==> src/gbba_pkg.sv <==
// Shared types and constants of the grouped bitmap block allocator.
// Used by gbba_core and grouped_bitmap_block_allocator; no dependencies.
`timescale 1ns / 1ps

package gbba_pkg;

  localparam int ID_W   = 14;
  localparam int ST_W   = 2;
  localparam int CFG_W  = 4;
  localparam int WORD_W = 64;

  localparam logic [CFG_W-1:0] CFG_RESET = 4'd8;

  localparam int GROUPS_DEF           = 8;
  localparam int DATA_PER_GROUP_DEF   = 1024;
  localparam int BLOCKS_PER_GROUP_DEF = 1056;

  localparam logic REQ_ALLOC  = 1'b0;
  localparam logic REQ_OCCUPY = 1'b1;

  localparam logic [ST_W-1:0] ST_OK      = 2'd0;
  localparam logic [ST_W-1:0] ST_FULL    = 2'd1;
  localparam logic [ST_W-1:0] ST_INVALID = 2'd2;

  typedef struct packed {
    logic            req_type;
    logic [ID_W-1:0] blk_num;
  } in_item_t;

  typedef struct packed {
    logic [ID_W-1:0] alloc_id;
    logic [ST_W-1:0] status;
  } out_item_t;

endpackage

==> src/gbba_core.sv <==
// Allocator sequencer: clearing pass, first-fit word scan, group divider for
// occupy, and read-modify-write of the bitmap RAM. Depends on gbba_pkg.
`timescale 1ns / 1ps

module gbba_core #(
  parameter int GROUPS           = gbba_pkg::GROUPS_DEF,
  parameter int DATA_PER_GROUP   = gbba_pkg::DATA_PER_GROUP_DEF,
  parameter int BLOCKS_PER_GROUP = gbba_pkg::BLOCKS_PER_GROUP_DEF,
  parameter int WPG              = (DATA_PER_GROUP + 63) / 64,
  parameter int TOTAL_WORDS      = GROUPS * WPG,
  parameter int ADDR_W           = (TOTAL_WORDS > 1) ? $clog2(TOTAL_WORDS) : 1
) (
  input  logic                          clk,
  input  logic                          rst_n,
  input  logic [gbba_pkg::CFG_W-1:0]    groups_in_use,
  input  logic                          in_valid,
  input  gbba_pkg::in_item_t            in_data,
  output logic                          in_stall,
  output logic                          res_valid,
  output gbba_pkg::out_item_t           res_data,
  input  logic                          res_take,
  output logic                          ram_we,
  output logic [ADDR_W-1:0]             ram_waddr,
  output logic [gbba_pkg::WORD_W-1:0]   ram_wdata,
  output logic [ADDR_W-1:0]             ram_raddr,
  input  logic [gbba_pkg::WORD_W-1:0]   ram_rdata
);

  localparam int META    = BLOCKS_PER_GROUP - DATA_PER_GROUP;
  localparam int WIG_W   = (WPG > 1) ? $clog2(WPG) : 1;
  localparam int GRP_W   = $clog2(GROUPS + 1);
  localparam int CMP_W   = (GRP_W > gbba_pkg::CFG_W) ? GRP_W : gbba_pkg::CFG_W;
  localparam int IDC_RAW = $clog2((GROUPS + 1) * BLOCKS_PER_GROUP + 2);
  localparam int IDC_W   = (IDC_RAW > gbba_pkg::ID_W) ? IDC_RAW : gbba_pkg::ID_W;
  localparam int LAST_BITS = DATA_PER_GROUP - (WPG - 1) * 64;
  localparam logic [gbba_pkg::WORD_W-1:0] LAST_MASK =
    (LAST_BITS >= 64) ? {gbba_pkg::WORD_W{1'b1}}
                      : ((gbba_pkg::WORD_W'(1) << LAST_BITS) - gbba_pkg::WORD_W'(1));

  typedef enum logic [5:0] {
    S_CLR  = 6'b000001,
    S_IDLE = 6'b000010,
    S_SCAN = 6'b000100,
    S_DIV  = 6'b001000,
    S_OWR  = 6'b010000,
    S_DONE = 6'b100000
  } state_t;

  state_t                  state_r, state_nxt;
  logic [ADDR_W-1:0]       addr_r, addr_nxt;
  logic [WIG_W-1:0]        wig_r, wig_nxt;
  logic [GRP_W-1:0]        grp_r, grp_nxt;
  logic [IDC_W-1:0]        gbase_r, gbase_nxt;
  logic [IDC_W-1:0]        rem_r, rem_nxt;
  logic [5:0]              bit_r, bit_nxt;
  gbba_pkg::out_item_t     res_r, res_nxt;

  logic [GRP_W-1:0]            eff;
  logic [CMP_W-1:0]            cfg_ext;
  logic [gbba_pkg::WORD_W-1:0] free_bits;
  logic [gbba_pkg::WORD_W-1:0] lowest;
  logic [5:0]                  bidx;
  logic [IDC_W-1:0]            data_bit;
  logic                        last_word;

  // Groups beyond the built size act as the built size.
  always_comb begin
    cfg_ext = CMP_W'(groups_in_use);
    if (cfg_ext > CMP_W'(GROUPS)) begin
      eff = GRP_W'(GROUPS);
    end else begin
      eff = GRP_W'(cfg_ext);
    end
  end

  always_comb begin
    free_bits = ~ram_rdata;
    if (wig_r == WIG_W'(WPG - 1)) begin
      free_bits = free_bits & LAST_MASK;
    end
    lowest = free_bits & (~free_bits + gbba_pkg::WORD_W'(1));
    bidx = '0;
    for (int i = 0; i < gbba_pkg::WORD_W; i++) begin
      if (lowest[i]) begin
        bidx = bidx | 6'(i);
      end
    end
  end

  assign last_word = (wig_r == WIG_W'(WPG - 1)) && ((grp_r + GRP_W'(1)) == eff);
  assign data_bit  = rem_r - IDC_W'(META);

  always_comb begin
    state_nxt = state_r;
    addr_nxt  = addr_r;
    wig_nxt   = wig_r;
    grp_nxt   = grp_r;
    gbase_nxt = gbase_r;
    rem_nxt   = rem_r;
    bit_nxt   = bit_r;
    res_nxt   = res_r;
    ram_we    = 1'b0;
    ram_waddr = addr_r;
    ram_wdata = '0;
    case (state_r)
      S_CLR: begin
        ram_we   = 1'b1;
        addr_nxt = addr_r + ADDR_W'(1);
        if (addr_r == ADDR_W'(TOTAL_WORDS - 1)) begin
          addr_nxt  = '0;
          state_nxt = S_IDLE;
        end
      end
      S_IDLE: begin
        if (in_valid) begin
          res_nxt.alloc_id = '0;
          grp_nxt          = '0;
          addr_nxt         = '0;
          wig_nxt          = '0;
          if (in_data.req_type == gbba_pkg::REQ_ALLOC) begin
            gbase_nxt = IDC_W'(META + 1);
            if (eff == '0) begin
              res_nxt.status = gbba_pkg::ST_FULL;
              state_nxt      = S_DONE;
            end else begin
              state_nxt = S_SCAN;
            end
          end else if (in_data.blk_num == '0) begin
            res_nxt.status = gbba_pkg::ST_INVALID;
            state_nxt      = S_DONE;
          end else begin
            rem_nxt   = IDC_W'(in_data.blk_num) - IDC_W'(1);
            state_nxt = S_DIV;
          end
        end
      end
      S_SCAN: begin
        // The read data belongs to the word at addr_r; the next word is
        // requested in the same cycle so the scan runs one word per cycle.
        if (free_bits != '0) begin
          ram_we           = 1'b1;
          ram_wdata        = ram_rdata | lowest;
          res_nxt.alloc_id = gbba_pkg::ID_W'(gbase_r + (IDC_W'(wig_r) << 6)
                                             + IDC_W'(bidx));
          res_nxt.status   = gbba_pkg::ST_OK;
          state_nxt        = S_DONE;
        end else if (last_word) begin
          res_nxt.alloc_id = '0;
          res_nxt.status   = gbba_pkg::ST_FULL;
          state_nxt        = S_DONE;
        end else begin
          addr_nxt = addr_r + ADDR_W'(1);
          if (wig_r == WIG_W'(WPG - 1)) begin
            wig_nxt   = '0;
            grp_nxt   = grp_r + GRP_W'(1);
            gbase_nxt = gbase_r + IDC_W'(BLOCKS_PER_GROUP);
          end else begin
            wig_nxt = wig_r + WIG_W'(1);
          end
        end
      end
      S_DIV: begin
        // One group is subtracted per cycle; addr_r tracks the group's first word.
        if (grp_r == eff) begin
          res_nxt.status = gbba_pkg::ST_INVALID;
          state_nxt      = S_DONE;
        end else if (rem_r >= IDC_W'(BLOCKS_PER_GROUP)) begin
          rem_nxt  = rem_r - IDC_W'(BLOCKS_PER_GROUP);
          grp_nxt  = grp_r + GRP_W'(1);
          addr_nxt = addr_r + ADDR_W'(WPG);
        end else if (rem_r < IDC_W'(META)) begin
          res_nxt.status = gbba_pkg::ST_INVALID;
          state_nxt      = S_DONE;
        end else begin
          addr_nxt  = addr_r + ADDR_W'(data_bit >> 6);
          bit_nxt   = data_bit[5:0];
          state_nxt = S_OWR;
        end
      end
      S_OWR: begin
        ram_we         = 1'b1;
        ram_wdata      = ram_rdata | (gbba_pkg::WORD_W'(1) << bit_r);
        res_nxt.status = gbba_pkg::ST_OK;
        state_nxt      = S_DONE;
      end
      S_DONE: begin
        if (res_take) begin
          state_nxt = S_IDLE;
        end
      end
      default: begin
        state_nxt = S_IDLE;
      end
    endcase
  end

  assign ram_raddr = addr_nxt;
  assign in_stall  = (state_r != S_IDLE);
  assign res_valid = (state_r == S_DONE);
  assign res_data  = res_r;

  always_ff @(posedge clk) begin
    if (!rst_n) begin
      state_r <= S_CLR;
      addr_r  <= '0;
    end else begin
      state_r <= state_nxt;
      addr_r  <= addr_nxt;
    end
  end

  always_ff @(posedge clk) begin
    wig_r   <= wig_nxt;
    grp_r   <= grp_nxt;
    gbase_r <= gbase_nxt;
    rem_r   <= rem_nxt;
    bit_r   <= bit_nxt;
    res_r   <= res_nxt;
  end

endmodule

==> config.mk <==
export PLATFORM = sky130hd
export DESIGN_NAME = gbba_core
export DESIGN_NICKNAME = d
export VERILOG_FILES = /design/src/gbba_pkg.sv /design/src/gbba_core.sv
export SDC_FILE = /design/constraint.sdc
export NUM_CORES = 1
export LEC_CHECK = 0
export ABC_CLOCK_PERIOD_IN_PS = 5600
export BUFFER_PORTS_ARGS = -buffer_cell sky130_fd_sc_hd__buf_4
export CELL_PAD_IN_SITES_DETAIL_PLACEMENT = 1
export CELL_PAD_IN_SITES_GLOBAL_PLACEMENT = 1
export CORE_UTILIZATION = 43
export CTS_BUF_LIST = sky130_fd_sc_hd__clkbuf_4
export CTS_CLUSTER_DIAMETER = 120
export CTS_CLUSTER_SIZE = 12
export DETAILED_ROUTE_END_ITERATION = 8
export PLACE_DENSITY = 0.85
export SLEW_MARGIN = 20
export SYNTH_ARGS = -nofsm -noshare
export SYNTH_HDL_FRONTEND = slang
export SYNTH_SLANG_ARGS = --single-unit
==> constraint.sdc <==
create_clock -name clk -period 5.6 [get_ports clk]
set_input_delay 1.12 -clock clk [delete_from_list [all_inputs] [get_ports clk]]
set_output_delay 1.12 -clock clk [all_outputs]
set_load 0.005 [all_outputs]
==> impl_metrics.yaml <==
setup_path:
  reg2reg_to: "ram_waddr[6]"
  reg2reg_slack_ps: 2080
  crit_end: "ram_raddr[4]"
  cp_data_arrival_time_ps: 4150
  cp_max_fo: 9
  required_ps: 4480
  reg2regPathDepth: 16
  worstSetupEndpointType: "primary output"
  r2r-start: "rem_r[5]"
  critPathKind: "in -> out"
  start_kind: "input pin"
  startpoint: "ram_rdata[11]"
global_routing:
  antenna_found_initial: 1
  grt_max_degree: 26
  grt.overflow.total: 0
  grt_pass1_wl_mm: 55.34
  grt_pass1_vias: 9492
  grt_use_total_pct: 40.02
clock_tree:
  hold_buffers: 0
  cts.reportedPaths.clkPinSlew_ps: 120
  root_buffer: "clkbuf_4"
  cts_tree: "built"
  clk_latency_ps: 450
  cts_resized: 0
  htree_num_levels: 3
  postCtsSetupRepairBufs: 0
  numCtsBuffers: 9
  cts_sinks: 66
  cts.path.max_buffers: 2
finish:
  areaGrowthSynthToFinish_pct: 22.77
  layout_commonest_cell: "buf_4"
  final_cell_count_no_fill: 1427
  final_cell_mix: "207 x buf_4, 123 x nor2_1, 118 x nand2_1"
  fin_nets: 1305
  drive_gt1_share_pct: 21.82
  fin_area_um2: 9335
yosys:
  mappedNetlistArea_um2: 7604
  synthFlopType: "edfxtp_1"
  synth_edf_count: 53
  yosysSeqAreaShare_pct: 24.35
  async_flop_share_pct: 0
  synth_area_per_cell_um2: 7.404
  ys_types: 86
  yosysWarnings: 0
  synth_cells: 1027
  synth-seq-cells: 66
  synth_fp_nets: 1136
routing:
  drtAntennaViolNets: 0
  wire_per_inst_um: 25.66
  post-route-drc-count: 0
  vias: 9605
  drt-initial-drc-count: 935
  dr.pass1.iters: 6
  vias_per_cell: 6.731
  drt-total-wl_mm: 36.61
place:
  place_ws_ps: 490.3
  dp.cells: 1410
  place_hpwl_mm: 29.27
  finalWeightedCongestion: 1.023
  port_buffers: 183
  placed_area_um2: 9191
floorplan:
  num_rows: 48
  die_height_um: 135.0
  io_pins: 184
  core_um2: 17300
  dieArea_um2: 18220
  initial_core_util_pct: 43.96
  die_w_um: 135.0
sta:
  period_needed_ps: 5265
  skew_ps: 25.67
  max_freq_mhz: 189.9
  tightestPinTransition_ps: 1130
  slew_violations: 0
  finalHoldWorstSlack_ps: 470.0
  worst_slack_ps: 334.6
  finalSetupViolCount: 0
  max_slew_margin_pct: 24.49
  rsz0062_at_grt: "no"
  tns_ps: 0
  finalCritPeriodShare_pct: 94.02
  hold_viol: 0
worst_hold_path:
  worstHoldPathType: "reg -> reg"
run:
  max-cap-violations: 0
pwr:
  power.density_nw_per_um2: 141.5
  vdd_drop_max_uv: 214.9
  power_leakage_nw: 3.480
status:
  status: "completed"
registers in the layout, indices dropped and copies added (netlist names):
| signal | flops |
|---|---|
| bit_r | 6 |
| ram_waddr | 7 |
| rem_r | 14 |
| gbase_r | 9 |
| state_r | 6 |
| wig_r | 4 |
| grp_r | 4 |
| res_data | 16 |
critical path, cell delays in order:
cell	delay, ps
buf_4	150
nand4_1	190
nor4_1	730
nand4_1	300
a311oi_1	410
nand2_1	260
and2_0	380
nor3b_1	280
a21oi_1	60
o21ai_0	110
buf_4	150
routing by layer:
metal	GRT usage [%]	vias up	wire length [um]
li1	-	4263	-
met4	16.60	0	1385
met2	64.81	620	16830
met1	50.80	4608	14720
met3	9.647	114	3672
met5	0	-	0
per-stage QoR:
stage / util, % / power (mW)
CTS: 53.96 / 1.315
finish: 53.97 / 1.321
floorplan: - / 0.7818
detailed placement: 53.14 / 0.9773
global placement: 53.10 / 0.9648
global route: 53.96 / 1.372
where the power goes:
| part | internal (mW) | switching [mW] | total, mW | leakage [nW] |
|---|---|---|---|---|
| sequential | 0.543 | 0.0213 | 0.565 | 0.608 |
| combinational | 0.173 | 0.240 | 0.414 | 2.80 |
| clock | 0.142 | 0.200 | 0.342 | 0.0707 |
| total | 0.859 | 0.462 | 1.32 | 3.48 |
synthesized netlist by cell type, drive strengths merged (24+ instances only):
master,instances,share of area [%]
nor3,38,2.6
nor4,35,3.8
a21oi,59,3.9
o22ai,24,2.0
nand4,54,5.2
nand2,118,5.8
nand3,53,3.7
o21ai,84,5.5
edfxtp,53,21
clkbuf,35,2.3
nor2,124,6.1
inv,25,1.2
kinds of logic after synthesis:
group,share of synthesized area (%)
compound gates,22.40
xor+xnor,4.904
fa+ha+maj,3.719
buf+inv,4.772
flops,24.35
mux,0.5266
simple gates,39.33
worst min-delay path by stage:
stage | from | end | slack [ps] | cells after the start
3_5_place_dp | rem_r[2] | bit_r[2] | 450 | 0
6_report | rem_r[0] | bit_r[0] | 470 | 0
2_1_floorplan | rem_r[4] | bit_r[4] | 420 | 0
4_1_cts | rem_r[0] | bit_r[0] | 470 | 0
3_3_place_gp | rem_r[0] | bit_r[0] | 440 | 0
5_1_grt | rem_r[0] | bit_r[0] | 490 | 0
final cells by class:
class	count	area [um^2]
fillers	2241	7961
clock inverters	6	66.31
multi-input cells	887	5410
diodes	1	2.502
repair buffers	207	1554
flip-flops and latches	66	1852
clock buffers	10	75.07
inverters	25	93.84
well taps	225	281.5
(Power assumes the default switching activity.)
